**src/hdl/civil_utc_to_epoch_ms_macros.svh**
```systemverilog
// assertion macros for the civil time to epoch milliseconds converter
`ifndef CIVIL_UTC_TO_EPOCH_MS_MACROS_SVH
`define CIVIL_UTC_TO_EPOCH_MS_MACROS_SVH
`ifndef SYNTHESIS
`define CUTM_ASSERT_IMPLIES(label, clk, rst_n, a, b) \
    label: assert property (@(posedge clk) disable iff (!rst_n) (a) |-> (b)) \
        else $error("implication check failed");
`define CUTM_ASSERT_DELAY(label, clk, rst_n, a, n, b) \
    label: assert property (@(posedge clk) disable iff (!rst_n) (a) |-> ##n (b)) \
        else $error("delayed check failed");
`else
`define CUTM_ASSERT_IMPLIES(label, clk, rst_n, a, b)
`define CUTM_ASSERT_DELAY(label, clk, rst_n, a, n, b)
`endif
`endif

```
**src/hdl/cutm_pkg.sv**
```systemverilog
// shared constants and lookup for the civil time to epoch milliseconds converter
`timescale 1ns / 1ps
package cutm_pkg;

    // year offset that keeps the shifted year non-negative: 82 eras
    localparam int unsigned ERA_BIAS       = 82;
    localparam int unsigned ERA_BIAS_YEARS = ERA_BIAS * 400;

    // floor(u / 400) = (u * RECIP_400) >> 32 for u below 2^17
    localparam logic [23:0] RECIP_400      = 24'd10737419;

    localparam int unsigned DAYS_PER_ERA   = 146097;
    localparam int unsigned EPOCH_DAYS     = 719468;
    localparam int unsigned MS_PER_DAY     = 86400000;
    localparam int unsigned MS_PER_SEC     = 1000;

    localparam int unsigned LATENCY        = 5;

    // days from march 1 to the first of the march-based month
    function automatic logic [8:0] days_before_month(input logic [3:0] mp);
        logic [8:0] d;
        begin
            case (mp)
                4'd0:    d = 9'd0;
                4'd1:    d = 9'd31;
                4'd2:    d = 9'd61;
                4'd3:    d = 9'd92;
                4'd4:    d = 9'd122;
                4'd5:    d = 9'd153;
                4'd6:    d = 9'd184;
                4'd7:    d = 9'd214;
                4'd8:    d = 9'd245;
                4'd9:    d = 9'd275;
                4'd10:   d = 9'd306;
                4'd11:   d = 9'd337;
                4'd12:   d = 9'd367;
                default: d = 9'd0;
            endcase
            return d;
        end
    endfunction

endpackage

```
**src/hdl/cutm_tod.sv**
```systemverilog
// time of day in milliseconds, delayed to line up with the day count
`timescale 1ns / 1ps
module cutm_tod
    import cutm_pkg::*;
(
    input  logic        clk,
    input  logic [4:0]  hour,
    input  logic [5:0]  minute,
    input  logic [5:0]  second,
    input  logic [7:0]  fraction,
    output logic [26:0] tod_ms
);

    logic [16:0] hms_reg;
    logic [16:0] hms_next;
    logic [9:0]  fms_reg;
    logic [9:0]  fms_next;
    logic [17:0] frac_prod;
    logic [26:0] tod_reg;
    logic [26:0] tod_next;
    logic [26:0] tod_d1_reg;
    logic [26:0] tod_d2_reg;

    always_comb
    begin
        hms_next  = 17'({12'd0, hour} * 17'd3600) + 17'({11'd0, minute} * 17'd60)
                  + {11'd0, second};
        frac_prod = {10'd0, fraction} * 18'd1000;
        fms_next  = frac_prod[17:8];
        tod_next  = 27'({10'd0, hms_reg} * 27'(MS_PER_SEC)) + {17'd0, fms_reg};
    end

    always_ff @(posedge clk)
    begin
        hms_reg    <= hms_next;
        fms_reg    <= fms_next;
        tod_reg    <= tod_next;
        tod_d1_reg <= tod_reg;
        tod_d2_reg <= tod_d1_reg;
    end

    assign tod_ms = tod_d2_reg;

endmodule

```
**src/hdl/cutm_days.sv**
```systemverilog
// four-stage day count from civil date using 400-year eras
`timescale 1ns / 1ps
`include "civil_utc_to_epoch_ms_macros.svh"
module cutm_days
    import cutm_pkg::*;
(
    input  logic               clk,
    input  logic               rst_n,
    input  logic               in_valid,
    input  logic signed [15:0] year,
    input  logic [3:0]         month,
    input  logic [4:0]         day,
    output logic               days_valid,
    output logic signed [25:0] days
);

    logic               v1_reg, v2_reg, v3_reg, v4_reg;

    // stage 1: march-based year with bias, day of year
    logic signed [16:0] y_shift;
    logic [16:0]        u_next, u1_reg;
    logic [3:0]         mp;
    logic signed [9:0]  doy_next, doy1_reg;

    // stage 2: era through reciprocal multiply
    logic [40:0]        q_prod;
    logic [7:0]         q_next, q2_reg;
    logic [16:0]        u2_reg;
    logic signed [9:0]  doy2_reg;

    // stage 3: year of era and day of era
    logic [16:0]        era_years;
    logic [8:0]         yoe;
    logic [1:0]         cent;
    logic [17:0]        yoe365;
    logic [17:0]        doe_base;
    logic signed [18:0] doe_next, doe3_reg;
    logic signed [8:0]  era_next, era3_reg;

    // stage 4
    logic signed [25:0] days_next, days4_reg;

    always_comb
    begin
        y_shift  = $signed({year[15], year}) - ((month <= 4'd2) ? 17'sd1 : 17'sd0);
        u_next   = $unsigned(y_shift) + 17'(ERA_BIAS_YEARS);
        mp       = (month > 4'd2) ? (month - 4'd3) : (month + 4'd9);
        doy_next = $signed({1'b0, days_before_month(mp)}) + $signed({5'd0, day}) - 10'sd1;

        q_prod   = {24'd0, u1_reg} * {17'd0, RECIP_400};
        q_next   = q_prod[39:32];

        era_years = 17'({9'd0, q2_reg} * 17'd400);
        yoe       = 9'(u2_reg - era_years);
        if (yoe >= 9'd300)
            cent = 2'd3;
        else if (yoe >= 9'd200)
            cent = 2'd2;
        else if (yoe >= 9'd100)
            cent = 2'd1;
        else
            cent = 2'd0;
        yoe365   = 18'({9'd0, yoe} * 18'd365);
        doe_base = yoe365 + {11'd0, yoe[8:2]} - {16'd0, cent};
        doe_next = $signed({1'b0, doe_base}) + 19'(doy2_reg);
        era_next = $signed({1'b0, q2_reg}) - 9'(ERA_BIAS);

        // era is negative before year zero, keep the product signed
        days_next = 26'(era3_reg) * $signed(26'(DAYS_PER_ERA)) + 26'(doe3_reg)
                  - $signed(26'(EPOCH_DAYS));
    end

    always_ff @(posedge clk or negedge rst_n)
    begin
        if (!rst_n)
        begin
            v1_reg <= 1'b0;
            v2_reg <= 1'b0;
            v3_reg <= 1'b0;
            v4_reg <= 1'b0;
        end
        else
        begin
            v1_reg <= in_valid;
            v2_reg <= v1_reg;
            v3_reg <= v2_reg;
            v4_reg <= v3_reg;
        end
    end

    always_ff @(posedge clk)
    begin
        u1_reg    <= u_next;
        doy1_reg  <= doy_next;
        q2_reg    <= q_next;
        u2_reg    <= u1_reg;
        doy2_reg  <= doy1_reg;
        era3_reg  <= era_next;
        doe3_reg  <= doe_next;
        days4_reg <= days_next;
    end

    assign days_valid = v4_reg;
    assign days       = days4_reg;

    // reciprocal quotient must leave a remainder below one era
    `CUTM_ASSERT_IMPLIES(a_yoe_in_era, clk, rst_n, v2_reg, u2_reg >= era_years && yoe < 9'd400)
    // biased shifted year never exceeds 164 eras
    `CUTM_ASSERT_IMPLIES(a_era_bound, clk, rst_n, v2_reg, q2_reg < 8'd164)

endmodule

```
**src/hdl/civil_utc_to_epoch_ms.sv**
```systemverilog
// the start transfer passes the day-count stages and the output register before the done strobe with the result
// throughput: one conversion per cycle; busy is never raised
// the depth is set by the era reciprocal multiply, day count and final day-to-ms multiply
// reset (rst_n, async, active low) clears the valid pipeline; nothing else is kept
// results are shown for one cycle under done and cannot be held off
`timescale 1ns / 1ps
`include "civil_utc_to_epoch_ms_macros.svh"
module civil_utc_to_epoch_ms
    import cutm_pkg::*;
(
    input  logic               clk,
    input  logic               rst_n,
    input  logic               start,
    output logic               busy,
    input  logic signed [15:0] year,
    input  logic [3:0]         month,
    input  logic [4:0]         day,
    input  logic [4:0]         hour,
    input  logic [5:0]         minute,
    input  logic [5:0]         second,
    input  logic [7:0]         fraction,
    output logic               done,
    output logic signed [51:0] utc_ms
);

    logic               accept;
    logic               days_valid;
    logic signed [25:0] days;
    logic [26:0]        tod_ms;
    logic               done_reg;
    logic signed [51:0] ms_reg;
    logic signed [51:0] ms_next;

    assign busy   = 1'b0;
    assign accept = start && !busy;

    cutm_days u_days (
        .clk        (clk),
        .rst_n      (rst_n),
        .in_valid   (accept),
        .year       (year),
        .month      (month),
        .day        (day),
        .days_valid (days_valid),
        .days       (days)
    );

    cutm_tod u_tod (
        .clk      (clk),
        .hour     (hour),
        .minute   (minute),
        .second   (second),
        .fraction (fraction),
        .tod_ms   (tod_ms)
    );

    always_comb
    begin
        ms_next = 52'(days) * $signed(52'(MS_PER_DAY)) + $signed({25'd0, tod_ms});
    end

    always_ff @(posedge clk or negedge rst_n)
    begin
        if (!rst_n)
            done_reg <= 1'b0;
        else
            done_reg <= days_valid;
    end

    always_ff @(posedge clk)
    begin
        ms_reg <= ms_next;
    end

    assign done   = done_reg;
    assign utc_ms = ms_reg;

    // every transfer yields its result under done
    `CUTM_ASSERT_DELAY(a_start_to_done, clk, rst_n, accept, 5, done)
    // no result without a transfer that started it
    `CUTM_ASSERT_IMPLIES(a_done_has_start, clk, rst_n, done, $past(accept, 5))

endmodule

```
**config.mk**
```make
export PLATFORM = sky130hd
export DESIGN_NAME = civil_utc_to_epoch_ms
export DESIGN_NICKNAME = d
export VERILOG_FILES = /design/src/hdl/cutm_pkg.sv /design/src/hdl/cutm_tod.sv /design/src/hdl/cutm_days.sv /design/src/hdl/civil_utc_to_epoch_ms.sv
export VERILOG_INCLUDE_DIRS = /design/src /design/src/hdl
export SDC_FILE = /design/constraint.sdc
export NUM_CORES = 2
export LEC_CHECK = 0
export ABC_AREA = 1
export BUFFER_PORTS_ARGS = -buffer_cell sky130_fd_sc_hd__buf_2
export CAP_MARGIN = 20
export CORE_MARGIN = 3
export CORE_UTILIZATION = 59
export CTS_CLUSTER_SIZE = 8
export DETAILED_ROUTE_END_ITERATION = 10
export GPL_ROUTABILITY_DRIVEN = 0
export PLACE_DENSITY = 0.79
export SYNTH_ARGS = -nofsm -noshare
export SYNTH_HDL_FRONTEND = slang
export SYNTH_SLANG_ARGS = --single-unit
```
**constraint.sdc**
```tcl
create_clock -name clk -period 6 [get_ports clk]
set_input_delay 1.2 -clock clk [delete_from_list [all_inputs] [get_ports clk]]
set_output_delay 1.2 -clock clk [all_outputs]
set_load 0.01 [all_outputs]
```
==> flow_summary.ini <==
[run_status]
status = complete, but fails checks
violations = negative setup slack

[floorplan]
die_w_um = 259
start_util = 0.597
coreArea_um2 = 63200
io_pins = 107
die_area_um2 = 67000
rows = 92
die_y_um = 259

[timing]
slew_viol_final = 0
tightestPinTransition_ns = 0.692
hold_viol_final = 0
setup_viol = 9
setup_slack_ns = -0.269
final.period_utilization = 1.04
fmax_ghz = 0.160
rsz0062_at_grt = true
clock_skew_ns = 0.0476
slew-limit-headroom = 0.538
finalCriticalPeriod_ns = 6.27

[logic_synthesis]
avgSynthCellArea_um2 = 8.72
synth_edf_count = 0
yosys_warnings = 0
ys_seq_elements = 273
synth.net_count = 5595
synth-seq-area-share = 0.146
synth_ff_type = dfxtp_1
post_synth_num_cell_types = 54
synth_top_area_cell = fa_1
synthCells = 4325
async_reset_ff_frac = 0.0183
synthTopCellsByArea = fa_1 (26%), ha_1 (24%), dfxtp_1 (14%)
syn_area_um2 = 37700
yosys.area.top_type_share = 0.262

[worst_setup_path]
crit_path_max_incr_delay_ns = 0.53
path_class = flip-flop to flip-flop
slowest_stage = fa_1
cp_top_family = adder cells
crit_buf_inv = 6
endpoint_kind = flip-flop
path_max_fanout = 5
crit_arrival_ns = 6.74
crit_required_ns = 6.47
worst_setup_path_start_kind = flip-flop

[global_routing]
grt_use_total = 0.261
grt_pass1_vias = 30500
grt-ovfl-total = 0
antenna_found_initial = 1
grt_pass1_wl_um = 144000
grt_max_degree = 22

[clock_network]
cts_tree = done
clock-root-buffer = clkbuf_16
h-tree-depth = 2
clkSlewWorstSetupHoldPaths_ns = 0.05
clock_path_buffers = 3
clkLatencyLatePin_ns = 0.60
tritoncts.num_buffers = 41
cts_sinks = 273

[routing]
first_iter_violations = 1506
vias = 28600
wl_per_cell_um = 15.7
wl_um = 85700
dr.pass1.iters = 6
vias_per_cell = 5.24
drc = 0
ant_nets = 0

[final_layout]
multi_input_area_um2 = 28800
drive_above_1_share = 0.106
regArea_um2 = 5510
syn_to_final_growth_pct = 11.7
fin_nets = 5875
largest_reg_flops = 52
finalCoreUtilization = 0.666
nFillCells = 4736

[min_path]
hold_path.class = flip-flop to flip-flop

[job]
drv_cap = 0

[place]
hpwl_um = 70300
preCtsSetupSlack_ns = -0.334
io_buffers = 105
## cell families (layout without fill, tap and decap cells)
family | after synthesis | count (layout) | synth area share
simple gates | 1093 | 1093 | 0.125
flops | 273 | 273 | 0.146
fa+ha+maj | 1217 | 1217 | 0.502
other cells | 1 | 2 | 0.0000995
xor+xnor | 240 | 240 | 0.0567
compound gates | 422 | 422 | 0.0627
buf+inv | 1079 | 1371 | 0.108
## placed cells by master, fill, tap and decap left out, drive strengths merged, types with 2 or more instances in the layout
cell    count
nor3       25
a21oi     216
nand4      36
xnor2      80
inv      1074
a31oi      14
fa        494
clkbuf     50
buf       242
xor2      160
nand3     128
nor4       12
dfrtp       5
o211a       2
o21a        6
a211oi      7
dfxtp     268
clkinv      4
a21o       17
nor2      209
or2         7
o31ai       8
o311ai      2
o21ai     108
nand2     663
o211ai      6
a21boi      9
o21bai     19
and2        5
ha        723
nand3b      7
a221oi      3
## routing by layer
metal / vias up / part of all wire / GRT usage
li1: 14000 / - / -
met1: 13600 / 0.41 / 0.317
met2: 780 / 0.50 / 0.474
met3: 231 / 0.049 / 0.0337
met4: 0 / 0.040 / 0.0977
met5: - / 0 / 0
## per-stage QoR
| step | cells | hold WS [ns] | area, um2 | setup TNS, ns |
|---|---|---|---|---|
| after CTS | 5448 | 0.317 | 41600 | -0.0778 |
| after global routing | 5464 | 0.322 | 42100 | -4.54 |
| after floorplan | 4325 | 0.310 | 37800 | -0.00613 |
| after global placement | 5373 | 0.309 | 40100 | -0.649 |
| final | 5464 | 0.320 | 42100 | -1.21 |
| after detailed placement | 5373 | 0.312 | 40100 | -2.61 |
## worst paths after layout
kind | slack, ns | startpoint | end | cells past startpoint
setup / recovery | -0.27 | u_days.u2_reg[4]$_DFF_P_ | u_days.doe3_reg[16]$_DFF_P_ | 28
hold / removal | 0.32 | u_tod.tod_reg[14]$_DFF_P_ | u_tod.tod_d1_reg[14]$_DFF_P_ | 0
setup reg to reg | -0.27 | u_days.u2_reg[4]$_DFF_P_ | u_days.doe3_reg[16]$_DFF_P_ | 28
hold reg to reg | 0.32 | u_tod.tod_reg[14]$_DFF_P_ | u_tod.tod_d1_reg[14]$_DFF_P_ | 0
max in group asynchronous | 5.41 | rst_n | u_days.v1_reg$_DFF_PN0_ | 1
min in group asynchronous | 0.44 | rst_n | done$_DFF_PN0_ | 1
## synthesized netlist by cell type, types with 2 or more instances
library cell and number:
o31ai_1 8, a31oi_1 14, nand3_1 116, a21oi_2 2, a21o_1 17, xnor2_1 79, dfxtp_1 268, inv_1 1069
nand2_2 31, nand2_1 632, ha_1 723, nor2_4 6, nor2_2 15, o21a_1 6, nand4_1 35, o211a_1 2
o21bai_1 19, a221oi_1 3, nand3_2 12, a21oi_1 214, o21ai_0 106, and2_1 4, nor2_1 188, a211oi_1 7
nor3_1 25, or2_2 5, o21ai_1 2, dfrtp_1 5, inv_2 5, o211ai_1 6, xor2_1 158, buf_4 2
a21boi_0 9, fa_1 494, buf_2 2, nor4_1 12, nand3b_1 7
## timing repair
item / in CTS / in global routing
endpoints found under the hold margin: 0 / 0
hold buffers: 0 / 0
resized for setup: 60 / 91
buffers inserted: 20 / 15
setup endpoints to repair: 13 / 33
pin swaps: 41 / 55
## final cells by class
type | instances | area share
Inverter | 1074 | 0.0959
Timing Repair Buffer | 242 | 0.0371
Sequential cell | 273 | 0.131
Clock buffer | 50 | 0.0259
Antenna cell | 1 | 0.0000594
Multi-Input combinational cell | 2973 | 0.683
Clock inverter | 5 | 0.00181
Tap cell | 846 | 0.0251
Power is left out: the tool's default activity adds up to more than one toggle a clock period on the data nets, which glitch-free logic cannot reach.
